### src/rtl/core/skts_pkg.sv
// Shared types, constants and codes for the sorted key table search core.
package skts_pkg;

    localparam int TABLE_DEPTH = 128;
    localparam int IDX_W       = $clog2(TABLE_DEPTH);
    localparam int CNT_W       = $clog2(TABLE_DEPTH + 1);
    localparam int KEY_W       = 32;

    localparam logic [1:0] ACT_CLEAR  = 2'd0;
    localparam logic [1:0] ACT_INSERT = 2'd1;
    localparam logic [1:0] ACT_SEARCH = 2'd2;

    localparam logic [1:0] ST_OK   = 2'd0;
    localparam logic [1:0] ST_MISS = 2'd1;
    localparam logic [1:0] ST_FULL = 2'd2;

    typedef struct packed {
        logic [1:0]              action;
        logic signed [KEY_W-1:0] key;
    } skts_cmd_t;

    typedef struct packed {
        logic [1:0] status;
        logic [6:0] position;
        logic [7:0] stored_count;
    } skts_rsp_t;

    typedef enum logic [2:0] {
        S_IDLE,
        S_INS_RD,
        S_INS_CMP,
        S_SRCH_RD,
        S_SRCH_CMP
    } skts_state_t;

    typedef enum logic [2:0] {
        FIN_NOP,
        FIN_CLEAR,
        FIN_FULL,
        FIN_PLACED,
        FIN_FOUND,
        FIN_MISS
    } skts_fin_t;

    typedef struct packed {
        logic      load;
        logic      ins_read;
        logic      ins_shift;
        logic      ins_place;
        logic      srch_read;
        logic      srch_narrow;
        logic      finish;
        skts_fin_t fin_kind;
    } skts_ctl_t;

    typedef struct packed {
        logic [1:0] action;
        logic       full;
        logic       ins_bottom;
        logic       ins_less;
        logic       srch_empty;
        logic       srch_hit;
    } skts_sts_t;

endpackage

### src/rtl/core/skts_ctrl.sv
// Controller: sequences clear, insert shifting and binary search steps.
module skts_ctrl
    import skts_pkg::*;
(
    input  logic      clk,
    input  logic      rst_n,
    input  logic      start,
    input  skts_sts_t sts,
    output skts_ctl_t ctl,
    output logic      busy
);

    skts_state_t state_reg, state_next;

    always_ff @(posedge clk or negedge rst_n)
    begin
        if (!rst_n)
        begin
            state_reg <= S_IDLE;
        end
        else
        begin
            state_reg <= state_next;
        end
    end

    always_comb
    begin
        state_next = state_reg;
        unique case (state_reg)
            S_IDLE:
            begin
                if (start)
                begin
                    if (sts.action == ACT_INSERT && !sts.full)
                    begin
                        state_next = S_INS_RD;
                    end
                    else if (sts.action == ACT_SEARCH)
                    begin
                        state_next = S_SRCH_RD;
                    end
                end
            end
            S_INS_RD:
            begin
                state_next = sts.ins_bottom ? S_IDLE : S_INS_CMP;
            end
            S_INS_CMP:
            begin
                state_next = sts.ins_less ? S_INS_RD : S_IDLE;
            end
            S_SRCH_RD:
            begin
                state_next = sts.srch_empty ? S_IDLE : S_SRCH_CMP;
            end
            S_SRCH_CMP:
            begin
                state_next = sts.srch_hit ? S_IDLE : S_SRCH_RD;
            end
            default: state_next = S_IDLE;
        endcase
    end

    always_comb
    begin
        ctl          = '0;
        ctl.fin_kind = FIN_NOP;
        unique case (state_reg)
            S_IDLE:
            begin
                if (start)
                begin
                    ctl.load = 1'b1;
                    unique case (sts.action)
                        ACT_CLEAR:
                        begin
                            ctl.finish   = 1'b1;
                            ctl.fin_kind = FIN_CLEAR;
                        end
                        ACT_INSERT:
                        begin
                            if (sts.full)
                            begin
                                ctl.finish   = 1'b1;
                                ctl.fin_kind = FIN_FULL;
                            end
                        end
                        ACT_SEARCH: ;
                        default:
                        begin
                            ctl.finish   = 1'b1;
                            ctl.fin_kind = FIN_NOP;
                        end
                    endcase
                end
            end
            S_INS_RD:
            begin
                if (sts.ins_bottom)
                begin
                    ctl.ins_place = 1'b1;
                    ctl.finish    = 1'b1;
                    ctl.fin_kind  = FIN_PLACED;
                end
                else
                begin
                    ctl.ins_read = 1'b1;
                end
            end
            S_INS_CMP:
            begin
                if (sts.ins_less)
                begin
                    ctl.ins_shift = 1'b1;
                end
                else
                begin
                    ctl.ins_place = 1'b1;
                    ctl.finish    = 1'b1;
                    ctl.fin_kind  = FIN_PLACED;
                end
            end
            S_SRCH_RD:
            begin
                if (sts.srch_empty)
                begin
                    ctl.finish   = 1'b1;
                    ctl.fin_kind = FIN_MISS;
                end
                else
                begin
                    ctl.srch_read = 1'b1;
                end
            end
            S_SRCH_CMP:
            begin
                if (sts.srch_hit)
                begin
                    ctl.finish   = 1'b1;
                    ctl.fin_kind = FIN_FOUND;
                end
                else
                begin
                    ctl.srch_narrow = 1'b1;
                end
            end
            default: ;
        endcase
    end

    assign busy = (state_reg != S_IDLE);

endmodule

### config.mk
export PLATFORM = sky130hd
export DESIGN_NAME = skts_ctrl
export DESIGN_NICKNAME = d
export VERILOG_FILES = /design/src/rtl/core/skts_pkg.sv /design/src/rtl/core/skts_ctrl.sv
export SDC_FILE = /design/constraint.sdc
export NUM_CORES = 1
export LEC_CHECK = 0
export BUFFER_PORTS_ARGS = -buffer_cell sky130_fd_sc_hd__clkbuf_2
export CORE_AREA = 2 2 39 41
export CTS_BUF_LIST = sky130_fd_sc_hd__clkbuf_2
export DETAILED_ROUTE_END_ITERATION = 8
export DIE_AREA = 0 0 41 43
export GPL_TIMING_DRIVEN = 0
export SYNTH_ARGS = -nofsm -noshare
export SYNTH_HDL_FRONTEND = slang
export SYNTH_SLANG_ARGS = --single-unit
export TNS_END_PERCENT = 10
### constraint.sdc
create_clock -name clk -period 1.5 [get_ports clk]
set_input_delay 0.3 -clock clk [delete_from_list [all_inputs] [get_ports clk]]
set_output_delay 0.3 -clock clk [all_outputs]
set_load 0.05 [all_outputs]
==> flow_summary.toml, run 1 <==
[die]
initial_core_util = 0.227
die_w_um = 41
die_h_um = 43
dieArea_mm2 = 0.00176
std_cell_rows = 14
pin_count = 21
core-area_mm2 = 0.00138

[worst_hold_path]
hp-start = "sts[1]"
hp-class = "input pin to flop"
hold_depth = 2
hold_end = "state_reg[2]"

[critical_path]
max_stage_delay_ps = 530
critical_path_arrival_ps = 1690
rr_worst_depth = 3
critPathRequiredTime_ps = 1200
critPathCaptureType = "primary output"
critPathBufInv = 2
rrSetupSlack_ps = 190
critPathTopFamily = "simple AND/OR/NAND/NOR gates"
slowest_stage = "or4b_4"
worstSetupPathType = "flop to primary output"
r2r_end = "state_reg[1]"
worstPathMaxFanout = 10
reg2reg_from = "state_reg[2]"
cp_cell_sequence = "buf_6, or4b_4, a21oi_2, a211o_4, clkbuf_16"
start_kind = "flop"

[power]
p_leak_nw = 0.289
ir_worst_vdd_v = 0.000328
power_density_mw_per_mm2 = 982

[timing]
rsz0062_at_grt = "yes"
relSlewSlack = 0.830
layout_setup_ws_ps = -491
worst_pin_slew_ps = 251
min_period_ps = 1990
setup_viol = 9
finalClockSkew_ps = 4.72
slew_violations = 0
fin_tns_setup_ps = -2220
hold_viol = 0
finalCritPeriodShare = 1.33
fmax_mhz = 502

[placed_design]
gp_congestion = 0.789
hpwl_um = 649
io_buffers = 20
placedCellCount = 73
pre_cts_slack_ps = -404

[cts]
htreeDepth = 1
clk_latency_ps = 200
numCtsBuffers = 3
clock_path_buffers = 2
cts.reportedPaths.clkPinSlew_ps = 40
clock_sinks = 3
postCtsSetupBuffers = 0
cts_root_buf = "clkbuf_2"
cts_tree = "done"

[global_routing]
grt_first_pass_wirelength_um = 1480
grt.overflow.total = 0
gr-usage-all-layers = 0.123
grt_pass1_vias = 349
grt_max_degree = 11
antenna_found_initial = 0

[flow_run]
drv_cap = 0

[finish]
mostFrequentLayoutCell = "clkbuf_2"
register_area_um2 = 77.6
diodes = 0
drive_gt1_frac = 0.661
stdcell_count = 78
postLayoutCoreUtil = 0.459
layout_common_cells = "clkbuf_2, clkbuf_8, inv_1"
syn_to_final_growth_pct = 102
largest_reg_flops = 3
nNetsFinal = 73
multi_input_area_um2 = 282
fill_cells = 128

[synthesis]
synth_nets = 47
synthesis.area_um2 = 314
synth_seq_cells = 3
yosysSeqAreaShare = 0.239
netlist_instances = 37
ys_warn_count = 0
synth.avg_cell_area_um2 = 8.49
yosys.cell_types.count = 27

[routing]
drc_errors = 0
routed_via_density = 4.73
drt.antenna.violating_nets = 0
wirelength_um = 893
wl_per_cell_um = 11.4
drt_iter0_markers = 3
vias = 369
dr.pass1.iters = 3

[status]
status = "complete, but fails checks"
violations = "negative setup slack"
final cells by class:
class / instances / share of cell area
timing repair buffer: 21 / 0.337
inverter: 3 / 0.0177
clock buffer: 4 / 0.0315
buffer: 1 / 0.0177
tap: 16 / 0.0315
sequential: 3 / 0.122
multi-input combinational: 30 / 0.443
cell usage after synthesis:
| library cell | count | share of area |
|---|---|---|
| nand2b_1 | 2 | 0.040 |
| nor3_1 | 1 | 0.016 |
| or3b_1 | 1 | 0.028 |
| buf_6 | 1 | 0.036 |
| and4b_1 | 1 | 0.032 |
| a31o_1 | 1 | 0.028 |
| nand3b_1 | 1 | 0.024 |
| or4b_4 | 1 | 0.044 |
| nor2_1 | 3 | 0.036 |
| and4_1 | 1 | 0.028 |
| nor3b_1 | 1 | 0.024 |
| and2_1 | 1 | 0.020 |
| o211a_1 | 1 | 0.032 |
| nor4b_1 | 2 | 0.056 |
| a21oi_1 | 1 | 0.016 |
| a211o_1 | 1 | 0.028 |
| nor2b_1 | 2 | 0.040 |
| or3_1 | 1 | 0.020 |
| o22ai_1 | 1 | 0.020 |
| nand2_1 | 1 | 0.012 |
| a21oi_2 | 2 | 0.056 |
| o21bai_1 | 1 | 0.024 |
| o21ai_0 | 1 | 0.016 |
| a31o_2 | 1 | 0.028 |
| dfrtp_1 | 3 | 0.24 |
| and2b_1 | 1 | 0.024 |
| inv_1 | 3 | 0.036 |
worst register-to-register path, stage by stage (launching register included):
cell     delay [ps]
dfrtp_1         360
buf_6           140
or4b_4          540
o22ai_1         180
repair_timing:
item,CTS,global route
setup endpoints to repair,11,11
endpoints found under the hold margin,3,0
hold buffers,1,0
pin swaps,2,0
resized for setup,25,7
worst max path at each step:
stage	from	to	slack [ps]	depth (start not counted)
floorplan	state_reg[1]	ctl[0]	-340	3
global placement	state_reg[1]	ctl[0]	-390	4
detailed placement	state_reg[1]	ctl[0]	-400	4
CTS	state_reg[0]	ctl[1]	-490	4
global route	state_reg[0]	ctl[3]	-560	4
finish	state_reg[2]	ctl[3]	-490	5
metal layers:
layer / share of wire / GRT usage
met2: 0.49 / 0.166
met4: 0.024 / 0.0867
met1: 0.45 / 0.169
met5: 0 / 0
met3: 0.035 / 0.0209
cell families (layout without fill, tap and decap cells):
logic type / count (synthesis) / after routing / synth area share
and+or+nand+nor: 20 / 20 / 0.442
AOI/OAI and AO/OA: 10 / 10 / 0.247
buffers and inverters: 4 / 29 / 0.0717
DFF: 3 / 3 / 0.239
report_power, final:
part,internal (mW),switching [mW],leakage [nW]
sequential,0.0911,0.0156,0.0376
clock,0.0704,0.0415,0.0166
combinational,0.179,0.227,0.234
total,0.340,0.284,0.289
stage by stage:
stage	hold WS [ps]	area, um2	power (mW)
2_1_floorplan	4.41	353	0.348
3_3_place_gp	98.7	473	0.413
3_5_place_dp	98.1	473	0.414
4_1_cts	295	613	0.615
5_1_grt	333	636	0.663
6_report	332	636	0.624
No activity file was read; power rests on OpenSTA's default activity.
==> run 2: changes to the inputs <==
Settings changed: RECOVER_POWER from default to 25.
==> run 2 against run 1 <==
The run still ends with negative setup slack left. Critical endpoint unchanged. Routed wire length decreased by 0.22%. Maximum frequency about the same. Hold slack unchanged. Worst setup slack is essentially flat. Non-clock buffer count stayed put. Register-to-register slack about the same. Power is essentially flat. Count of clock-buffer cells in the layout is the same.
==> flow_summary.toml, run 2 (synthesis results as in run 1) <==
[status]
status = "complete, but fails checks"
violations = "negative setup slack"

[global_routing]
grt_pass1_vias = 349
gr-usage-all-layers = 0.123
antenna_found_initial = 0
grt.overflow.total = 0
grt_max_degree = 11
grt_first_pass_wirelength_um = 1480

[timing]
fmax_mhz = 502
min_period_ps = 1990
setup_viol = 9
finalCritPeriodShare = 1.33
finalClockSkew_ps = 4.72
slew_violations = 0
layout_setup_ws_ps = -491
relSlewSlack = 0.830
hold_slack_ps = 332
rsz0062_at_grt = "yes"
worst_pin_slew_ps = 251
hold_viol = 0

[finish]
layout_common_cells = "clkbuf_2, clkbuf_8, inv_1"
syn_to_final_growth_pct = 102
fill_cells = 129
largest_reg_flops = 3
drive_gt1_frac = 0.645
stdcell_count = 78
nNetsFinal = 73
diodes = 0
mostFrequentLayoutCell = "clkbuf_2"
postLayoutCoreUtil = 0.458

[power]
power_density_mw_per_mm2 = 984
ir_worst_vdd_v = 0.000328
p_leak_nw = 0.286
p_total_mw = 0.624

[critical_path]
worstPathMaxFanout = 10
worstSetupPathType = "flop to primary output"
crit_start = "state_reg[2]"
critical_path_arrival_ps = 1690
r2r_end = "state_reg[1]"
critPathCaptureType = "primary output"
rr_worst_depth = 3
start_kind = "flop"
critPathRequiredTime_ps = 1200
reg2reg_from = "state_reg[2]"
rrSetupSlack_ps = 190

[worst_hold_path]
hold_depth = 2
hp-start = "sts[1]"
hp-class = "input pin to flop"
hold_end = "state_reg[2]"

[cts]
clock_sinks = 3
cts_root_buf = "clkbuf_2"
cts.reportedPaths.clkPinSlew_ps = 40
numCtsBuffers = 3
cts_tree = "done"
htreeDepth = 1
postCtsSetupBuffers = 0
clk_latency_ps = 200
clock_path_buffers = 2

[die]
core-area_mm2 = 0.00138
dieArea_mm2 = 0.00176
std_cell_rows = 14
die_h_um = 43
initial_core_util = 0.227
die_w_um = 41
pin_count = 21

[routing]
vias = 369
routed_via_density = 4.73
dr.pass1.iters = 3
drt.antenna.violating_nets = 0
drt_iter0_markers = 4
drc_errors = 0
wirelength_um = 891
wl_per_cell_um = 11.4

[flow_run]
drv_cap = 0

[placed_design]
placedCellCount = 73
pre_cts_slack_ps = -404
io_buffers = 20
gp_congestion = 0.789
hpwl_um = 649
run 2: cell types whose count changed in the layout (fill, tap and decap cells not counted):
cell,previous run,this run
clkbuf_2,14,13
clkbuf_1,0,1
run 2: power by group:
part	switching, mW	total [mW]	internal, mW
Clock	0.0415	0.112	0.0704
Combinational	0.227	0.405	0.179
Sequential	0.0156	0.107	0.0911
run 2: critical path, cell delays in order (launching register included):
cell       delay (ps)
dfrtp_1           360
buf_6             140
or4b_4            530
a21oi_2           140
a211o_4           150
clkbuf_16         150
run 2: area by class of cell:
type / count / area (um2) / area share
Buffer: 1 / 11.3 / 0.0178
Inverter: 3 / 11.3 / 0.0178
Timing Repair Buffer: 21 / 213 / 0.335
Sequential cell: 3 / 77.6 / 0.122
Clock buffer: 4 / 20.0 / 0.0316
Tap cell: 16 / 20.0 / 0.0316
Multi-Input combinational cell: 30 / 282 / 0.444
run 2: worst max path at each step:
stage,to,slack [ps],cells past startpoint
6_report,ctl[3],-490,5
3_5_place_dp,ctl[0],-400,4
3_3_place_gp,ctl[0],-390,4
5_1_grt,ctl[3],-560,4
2_1_floorplan,ctl[0],-340,3
4_1_cts,ctl[1],-490,4
run 2: repair_timing:
item                                    CTS  global route
hold buffers                              1             0
gates resized for setup                  25             7
pin swaps                                 2             0
endpoints found under the setup margin   11            11
endpoints found under the hold margin     3             0
run 2: routing by layer:
metal,part of all wire,wire (um),up-vias,global-route usage
li1,-,-,188,-
met5,0,0,-,0
met4,0.024,21,0,0.0867
met2,0.49,434,10,0.166
met3,0.035,31,2,0.0209
met1,0.45,403,169,0.169
run 2: stage by stage:
| step | TNS, ps | instance area, um2 |
|---|---|---|
| detailed placement | -1580 | 473 |
| global route | -3170 | 634 |
| finish | -2210 | 634 |
| CTS | -2480 | 613 |
| floorplan | -1580 | 353 |
| global placement | -1510 | 473 |
